### src/ctt_pkg.sv
// Shared types, codes and the ban length table of the connection throttle.
// No dependencies.
package ctt_pkg;

   localparam int TABLE_ENTRIES_DEF = 64;
   localparam int KEY_BITS_DEF      = 64;
   localparam int TIME_BITS_DEF     = 32;
   localparam int QUEUE_DEPTH       = 2;

   // command codes
   localparam logic [1:0] CMD_CHECK  = 2'd0;
   localparam logic [1:0] CMD_FORCE  = 2'd1;
   localparam logic [1:0] CMD_REMOVE = 2'd2;
   localparam logic [1:0] CMD_TICK   = 2'd3;

   // register indexes
   localparam logic [1:0] CSR_ENABLE      = 2'd0;
   localparam logic [1:0] CSR_TRIG_COUNT  = 2'd1;
   localparam logic [1:0] CSR_TRIG_WINDOW = 2'd2;
   localparam logic [1:0] CSR_RECORD_HOLD = 2'd3;

   localparam logic [8:0] FORCED_MARK = 9'd511;
   localparam logic [8:0] COUNT_SAT   = 9'd255;
   localparam logic [2:0] STAGE_MAX   = 3'd7;

   // classified command handed from front to back
   typedef struct packed {
      logic [1:0]  cmd;
      logic        bypass;
      logic [63:0] key;
      logic [31:0] now_time;
      logic [31:0] son_time;
      logic        remote;
   } cmd_type;

   // one result transaction
   typedef struct packed {
      logic        allowed;
      logic        ban_placed;
      logic [11:0] ban_seconds;
      logic        longer_next;
      logic [2:0]  offense_number;
      logic [7:0]  conn_count;
      logic        table_full;
      logic [6:0]  removed_count;
   } rsp_type;

   function automatic logic [11:0] ban_length(input logic [2:0] stage);
      logic [11:0] len;
      case (stage)
         3'd0:    len = 12'd0;
         3'd1:    len = 12'd120;
         3'd2:    len = 12'd300;
         3'd3:    len = 12'd900;
         3'd4:    len = 12'd1800;
         default: len = 12'd3600;
      endcase
      return len;
   endfunction

endpackage

### src/ctt_front.sv
// Front end: accepts command transactions, classifies them and queues them.
// Depends on ctt_pkg.
module ctt_front #(
   parameter int TIME_BITS = ctt_pkg::TIME_BITS_DEF
) (
   input  logic             clock,
   input  logic             reset,
   input  logic             req_push,
   output logic             req_full,
   input  logic [1:0]       req_cmd,
   input  logic [63:0]      req_addr_key,
   input  logic [31:0]      req_now_time,
   input  logic [31:0]      req_sign_on_time,
   input  logic             req_is_remote,
   input  logic             req_is_exempt,
   input  logic             cfg_enable,
   input  logic [15:0]      cfg_window,
   output logic             cmd_valid,
   output ctt_pkg::cmd_type cmd_out,
   input  logic             cmd_take
);

   localparam int QD   = ctt_pkg::QUEUE_DEPTH;
   localparam int QP_W = (QD > 1) ? $clog2(QD) : 1;
   localparam int QC_W = $clog2(QD + 1);
   localparam int TW1  = TIME_BITS + 1;

   logic [TIME_BITS-1:0] now_m;
   logic [TIME_BITS-1:0] son_m;
   logic [TIME_BITS-1:0] son_c;
   logic                 old_remote;
   logic                 bypass;
   ctt_pkg::cmd_type     item;

   ctt_pkg::cmd_type q_ff [QD];
   logic [QP_W-1:0]  wr_ptr_ff, wr_ptr_in;
   logic [QP_W-1:0]  rd_ptr_ff, rd_ptr_in;
   logic [QC_W-1:0]  count_ff, count_in;
   logic             push_ok;
   logic             pop_ok;

   // classify: stale remote sign-on, exempt, disabled
   always_comb begin
      now_m      = TIME_BITS'(req_now_time);
      son_m      = TIME_BITS'(req_sign_on_time);
      old_remote = req_is_remote && (now_m >= son_m) &&
                   (TW1'(now_m - son_m) > TW1'(cfg_window));
      son_c      = (son_m > now_m) ? now_m : son_m;
      bypass     = ((req_cmd == ctt_pkg::CMD_CHECK) &&
                    (!cfg_enable || old_remote || req_is_exempt)) ||
                   ((req_cmd == ctt_pkg::CMD_TICK) && !cfg_enable);
      item.cmd      = req_cmd;
      item.bypass   = bypass;
      item.key      = req_addr_key;
      item.now_time = 32'(now_m);
      item.son_time = 32'(son_c);
      item.remote   = req_is_remote;
   end

   // command queue
   assign req_full  = (count_ff == QC_W'(QD));
   assign cmd_valid = (count_ff != '0);
   assign cmd_out   = q_ff[rd_ptr_ff];
   assign push_ok   = req_push && !req_full;
   assign pop_ok    = cmd_take && cmd_valid;

   always_comb begin
      wr_ptr_in = wr_ptr_ff;
      rd_ptr_in = rd_ptr_ff;
      count_in  = count_ff;
      if (push_ok) begin
         wr_ptr_in = (wr_ptr_ff == QP_W'(QD - 1)) ? '0 : wr_ptr_ff + 1'b1;
      end
      if (pop_ok) begin
         rd_ptr_in = (rd_ptr_ff == QP_W'(QD - 1)) ? '0 : rd_ptr_ff + 1'b1;
      end
      if (push_ok && !pop_ok) begin
         count_in = count_ff + 1'b1;
      end else if (pop_ok && !push_ok) begin
         count_in = count_ff - 1'b1;
      end
   end

   always_ff @(posedge clock) begin
      if (reset) begin
         wr_ptr_ff <= '0;
         rd_ptr_ff <= '0;
         count_ff  <= '0;
      end else begin
         wr_ptr_ff <= wr_ptr_in;
         rd_ptr_ff <= rd_ptr_in;
         count_ff  <= count_in;
      end
   end

   always_ff @(posedge clock) begin
      if (push_ok) begin
         q_ff[wr_ptr_ff] <= item;
      end
   end

endmodule

### config.mk
export PLATFORM = sky130hd
export DESIGN_NAME = ctt_front
export DESIGN_NICKNAME = d
export VERILOG_FILES = /design/src/ctt_pkg.sv /design/src/ctt_front.sv
export SDC_FILE = /design/constraint.sdc
export NUM_CORES = 1
export LEC_CHECK = 0
export BUFFER_PORTS_ARGS = -buffer_cell sky130_fd_sc_hd__buf_2
export CORE_ASPECT_RATIO = 1.4
export CORE_MARGIN = 8
export CORE_UTILIZATION = 25
export CTS_CLUSTER_DIAMETER = 30
export DETAILED_ROUTE_END_ITERATION = 10
export PLACE_DENSITY = 0.48
export SYNTH_ARGS = -nofsm -noshare
export SYNTH_HDL_FRONTEND = slang
export SYNTH_SLANG_ARGS = --single-unit
### constraint.sdc
create_clock -name clock -period 18.3 [get_ports clock]
set_input_delay 3.66 -clock clock [delete_from_list [all_inputs] [get_ports clock]]
set_output_delay 3.66 -clock clock [all_outputs]
set_load 0.03 [all_outputs]
## Word level (Yosys, flattened, before mapping)

Memories as Yosys holds them, arrays and structs flattened. A register that Yosys moved wholly into a read port is not among the register bits.
Cells that the tools add are included.

| cells by class | value |
|---|---|
| add/subtract/negate cells | 5 |
| $lt $le $gt $ge | 3 |
| equal/unequal tests | 2 |
| multiplexer cells | 9 |
| reductions and logical operators | 18 |

Operators by type and width:

| cell | number |
|---|---|
| > comparator 33 x 16 -> 1 bit | 1 |
| subtractor 32 x 32 -> 33 bit | 1 |
| >= comparator 32 bit | 1 |
| > comparator 32 bit | 1 |
| two-way mux 32 bit | 1 |
| logical AND 1 bit | 8 |
| two-way mux 1 bit | 6 |
| == test 2 bit, second input constant | 2 |
| logical NOT 1 bit | 4 |
| two-way mux 2 bit | 2 |
| nonzero test 2 bit | 2 |
| logical OR 1 bit | 3 |
| adder 1 bit, second input constant | 2 |
| adder 2 x 1 -> 2 bit, second input constant | 1 |
| logical NOT 2 bit | 1 |
| subtractor 2 x 1 -> 2 bit, second input constant | 1 |

| storage, ports and cells | value |
|---|---|
| flip-flop bits (word level) | 4 |
| RAM bits | 264 |
| logic and storage cells | 41 |
| memories kept | 1 |

Memories:

| memory | depth | bits a word | rd ports | clocked after memory_dff | wr ports | RTL line | RTL |
|---|---|---|---|---|---|---|---|
| q_ff | 2 | 132 | 1 | 1 | 1 | ctt_front.sv:35 | `ctt_pkg::cmd_type q_ff [QD];` |

## Logic depth before layout (Yosys ltp)

| depth | value |
|---|---|
| word-level depth | 7 |
| gate-level depth with buffers | 21 |
| mapped depth without buffers | 21 |

## Worst setup path before layout

No wires, ideal clock.

| path | value |
|---|---|
| kind | in2reg |
| from | input port req_push |
| to | memory q_ff[0][0] in the netlist's numbering, enable pin |
| library setup time | 0.625 ns |
| arrival | 9.230 ns |
| data required time | 17.675 ns |
| setup slack | 8.445 ns |
| stages on the path | 2 |
| cell sequence | nand2_1 -> nor2_1 |

| between the ends | value |
|---|---|
| longest elaborated chain between the ends | 3 |

Ends and longest elaborated chain:

| element | RTL line | RTL |
|---|---|---|
| start, declared | ctt_front.sv:8 | `input logic req_push,` |
| logical AND 1 bit | ctt_front.sv:64 | `assign push_ok = req_push && !req_full;` |
| two-way mux 1 bit | ctt_front.sv:97 | `if (push_ok) begin` |
| two-way mux 1 bit (not written as such) | ctt_front.sv:98 | `q_ff[wr_ptr_ff] <= item;` |
| end, declared | ctt_front.sv:35 |  |

Every way passes these cells.

## Worst setup path in the final report

| path | value |
|---|---|
| from | input port req_now_time[0] |
| to | memory q_ff[1][129] in the netlist's numbering (data pin) |

| between the ends | value |
|---|---|
| longest elaborated chain between the ends | 7 |
| elaborated cells on any way between the ends | 9 |

Ends and longest elaborated chain:

| element | RTL line | RTL |
|---|---|---|
| start, declared | ctt_front.sv:12 | `input logic [31:0] req_now_time,` |
| subtractor 32 x 32 -> 33 bit / >= comparator 32 bit (equally long branches) | ctt_front.sv:47, ctt_front.sv:46 |  |
| > comparator 33 x 16 -> 1 bit / logical AND 1 bit (equally long branches) | ctt_front.sv:47, ctt_front.sv:46 |  |
| logical AND 1 bit (*) | ctt_front.sv:46 | `old_remote = req_is_remote && (now_m >= son_m) &&` |
| logical OR 1 bit (*) (2 in a row) | ctt_front.sv:50 | `(!cfg_enable \|\| old_remote \|\| req_is_exempt)) \|\|` |
| logical AND 1 bit (*) | ctt_front.sv:49 | `bypass = ((req_cmd == ctt_pkg::CMD_CHECK) &&` |
| logical OR 1 bit (*) | ctt_front.sv:50 |  |
| named net bypass | ctt_front.sv:32 | `logic bypass;` |

The timed path passes the listed nets; every way through them passes the cells marked *.

==> flow_summary.ini <==
[timing]
finalCritPeriodShare_pct = 41.6
report.final.slew_viol_count = 0
fin_skew_ns = 0.0188
fin_crit_ns = 7.61
max_freq_mhz = 131
tightestPinTransition_ns = 1.07
rsz0062_at_grt = no
setup-tns-final_ns = 0
setup_violations = 0
maxSlewHeadroom_pct = 28.7
final_hold_viol_count = 0

[pwr]
p_per_area_nw_per_um2 = 151
seqPwrFrac_pct = 33.2
fin_total_pwr_uw = 2520
pwr-share-clk_pct = 39.3
p_sw_uw = 847
p_leak_uw = 0.00647
p_int_uw = 1680
p_comb_share_pct = 27.5
vdd_drop_max_uv = 100
switching_share_pct = 33.6

[synth]
synthMuxAreaShare_pct = 14.7
ys_warn_count = 0
syn-cell-area_sq_um = 12600
ys_seq_elements = 269
synthDistinctLibCells = 54
synthFlopType = edfxtp_1
yosys.area_share.simple_pct = 5.18
synth_compound_area_share_pct = 6.75
synthArstFlopShare_pct = 0
synth_top_family_by_area = multiplexers
synth_edf_count = 264
postSynthAreaPerCell_sq_um = 14.5
yosysTopAreaCell = edfxtp_1
synth_top_area_share_pct = 62.8
synth_xor_xnor_area_share_pct = 1.67
syn_inst = 870
yosys.area_share.adder_pct = 5.02
yosysSeqAreaShare_pct = 63.6
synth_fp_nets = 1073
synth_area_leaders = edfxtp_1 (63%), mux2_2 (15%), ha_1 (4.9%)

[worst_setup_path]
cp_max_fo = 5
r2r_setup_slack_ns = 15.83
cpLargestDelayFamily = simple AND/OR/NAND/NOR gates
cp_num_cells = 21
worstSetupStartpointType = input port
required_ns = 18.61
crit_path_max_incr_delay_ns = 0.41
path_buf_inv = 2
end_kind = flop
worst_ep_arrival_time_ns = 7.92
path_class = in -> reg
ff2ff_path_depth = 4
cpMaxStageDelayCell = fa_1
crit_chain = buf_2 > inv_1 > ha_1 > fa_1 > nor2b_1 > o2111ai_1 > nand2_1 > a31oi_1 > o21a_1 > o21ai_0 > xor2_1 > ha_1 > nand4_1 > nor4_1 > nor2_1 > a211o_1 > nor4_1 > nor4b_1 > nand4_1 > nor4_1 > a31oi_1
crit_path_frequent_cell = nor4_1

[route]
via_per_inst = 4.49
postRouteAntennaNets = 0
drt_iter0_drc = 284
routed_wl_um = 37100
dr.pass1.iters = 5
vias = 8448
routedWlPerCell_um = 19.8
drc_errors = 0

[placement]
dp.cells = 1775
gp_congestion = 0.818
port_buffers = 286
dp_hpwl_um = 27000

[grt]
overflow = 0
gr-usage-all-layers_pct = 12.3
grt_max_degree = 71
grt_pass1_wl_um = 54600
grt_pass1_vias = 9168
antenna_found_initial = 6

[cts]
cts_tree = built
path_clk_slew_ns = 0.05
worstSkewPairLatency_ns = 0.59
post-cts-setup-buffers = 0
cts_resized = 0
ctsHoldBuffers = 0
cts_max_level = 2
clockRootBuffer = clkbuf_16
cts_buffers = 55
cts_buffer_depth = 3
cts_sinks = 269

[die]
dieHeight_um = 282
dieArea_sq_um = 58000
start_util_pct = 25.2
core-area_sq_um = 50000
die_x_um = 206
rows = 97
ios = 287

[min_path]
hold_path_depth = 2
hp-class = reg -> reg

[final_layout]
num-nets-final = 1392
syn2layout_area_growth_pct = 32.1
postLayoutCoreUtil_pct = 33.3
fin_cells = 1880
drive_gt1_share_pct = 45.1

[job]
timing.max_cap.violations = 0

[run_status]
status = completed
cells in the mapped netlist, types with 4 or more instances:
master     instances
nand4_1           17
a31oi_1            5
a21oi_1           44
nor2_1            40
inv_1             63
a211oi_1           4
o2111ai_1          4
nor2b_1            4
xnor2_1            9
edfxtp_1         264
nand2b_1           4
xor2_1            15
o21a_1             5
clkbuf_1          23
o21ai_0           32
o21bai_1           4
mux2_2           163
nor3_1             6
nor4_1             6
nand3_1           10
dfxtp_1            5
a21o_1             7
nand2_1           35
ha_1              49
a2111oi_0          4
cell usage in the layout, fill, tap and decap left out, types with 5 or more instances in the layout:
cell        instances
buf_4               7
inv_1              63
a21o_1              7
xnor2_1             9
clkinvlp_4          9
bufinv_16           6
nor2_1             39
o21a_1              5
clkinv_1            5
a31oi_1             5
clkinv_2            7
o21ai_0            32
clkbuf_1            5
buf_2             286
nand4_1            17
edfxtp_1          264
nor3_1              6
nand3_1            10
nand2_1            35
mux2_2            163
ha_1               49
clkinv_4            9
a21oi_1            44
nor4_1              6
clkbuf_16          55
xor2_1             15
cell type report:
type                    count  area [sq um]
fillers                  5019         33300
flip-flops and latches    269          8030
multi-input cells         507          4220
repair buffers            293          1480
clock buffers              60          1400
well taps                 643           805
clock inverters            43           492
inverters                  63           236
diodes                      2          5.00
registers in the layout, summed over array words and instances, names as in the netlist, named ones only:
signal	flops
count_ff	2
wr_ptr_ff	1
rd_ptr_ff	1
q_ff	264
stage by stage:
step | setup slack [ns] | hold WS [ns] | cell area, sq um
after floorplan | 8.44 | 0.461 | 12600
after global placement | 10.24 | 0.479 | 14800
after detailed placement | 10.16 | 0.489 | 14800
after CTS | 10.77 | 0.503 | 16700
after global routing | 10.43 | 0.546 | 16700
final | 10.69 | 0.499 | 16700
worst paths after layout:
check | startpoint | end
worst max register to register | count_ff[0] | q_ff[0][31]
worst min register to register | rd_ptr_ff | rd_ptr_ff
worst min-delay path | rd_ptr_ff | rd_ptr_ff
worst max-delay path | req_now_time[0] | q_ff[1][129]
cells by family after synthesis:
| group | count (synthesis) |
|---|---|
| simple gates | 136 |
| xor+xnor | 24 |
| buf+inv | 94 |
| fa+ha+maj | 50 |
| compound gates | 132 |
| mux | 165 |
| flops | 269 |
worst min-delay path, cell delays in order (launching register included):
cell     delay, ns
dfxtp_1       0.31
xor2_1        0.08
nor2_1        0.07
power by group through the flow:
stage / Sequential [uW] / Clock, uW / Combinational [uW]
after floorplan: 837 / 0 / 508
after global placement: 849 / 0 / 710
after detailed placement: 854 / 0 / 710
after CTS: 843 / 1020 / 713
after global routing: 851 / 1040 / 747
final: 838 / 991 / 694
metal layers:
layer	wire length [um]	vias up	track usage [%]
li1	-	3971	-
met1	13900	4119	12.9
met2	19300	267	22.4
met3	2370	91	3.30
met4	1550	0	6.18
met5	0	-	0
Note: power is estimated with default switching activity, not from simulation.
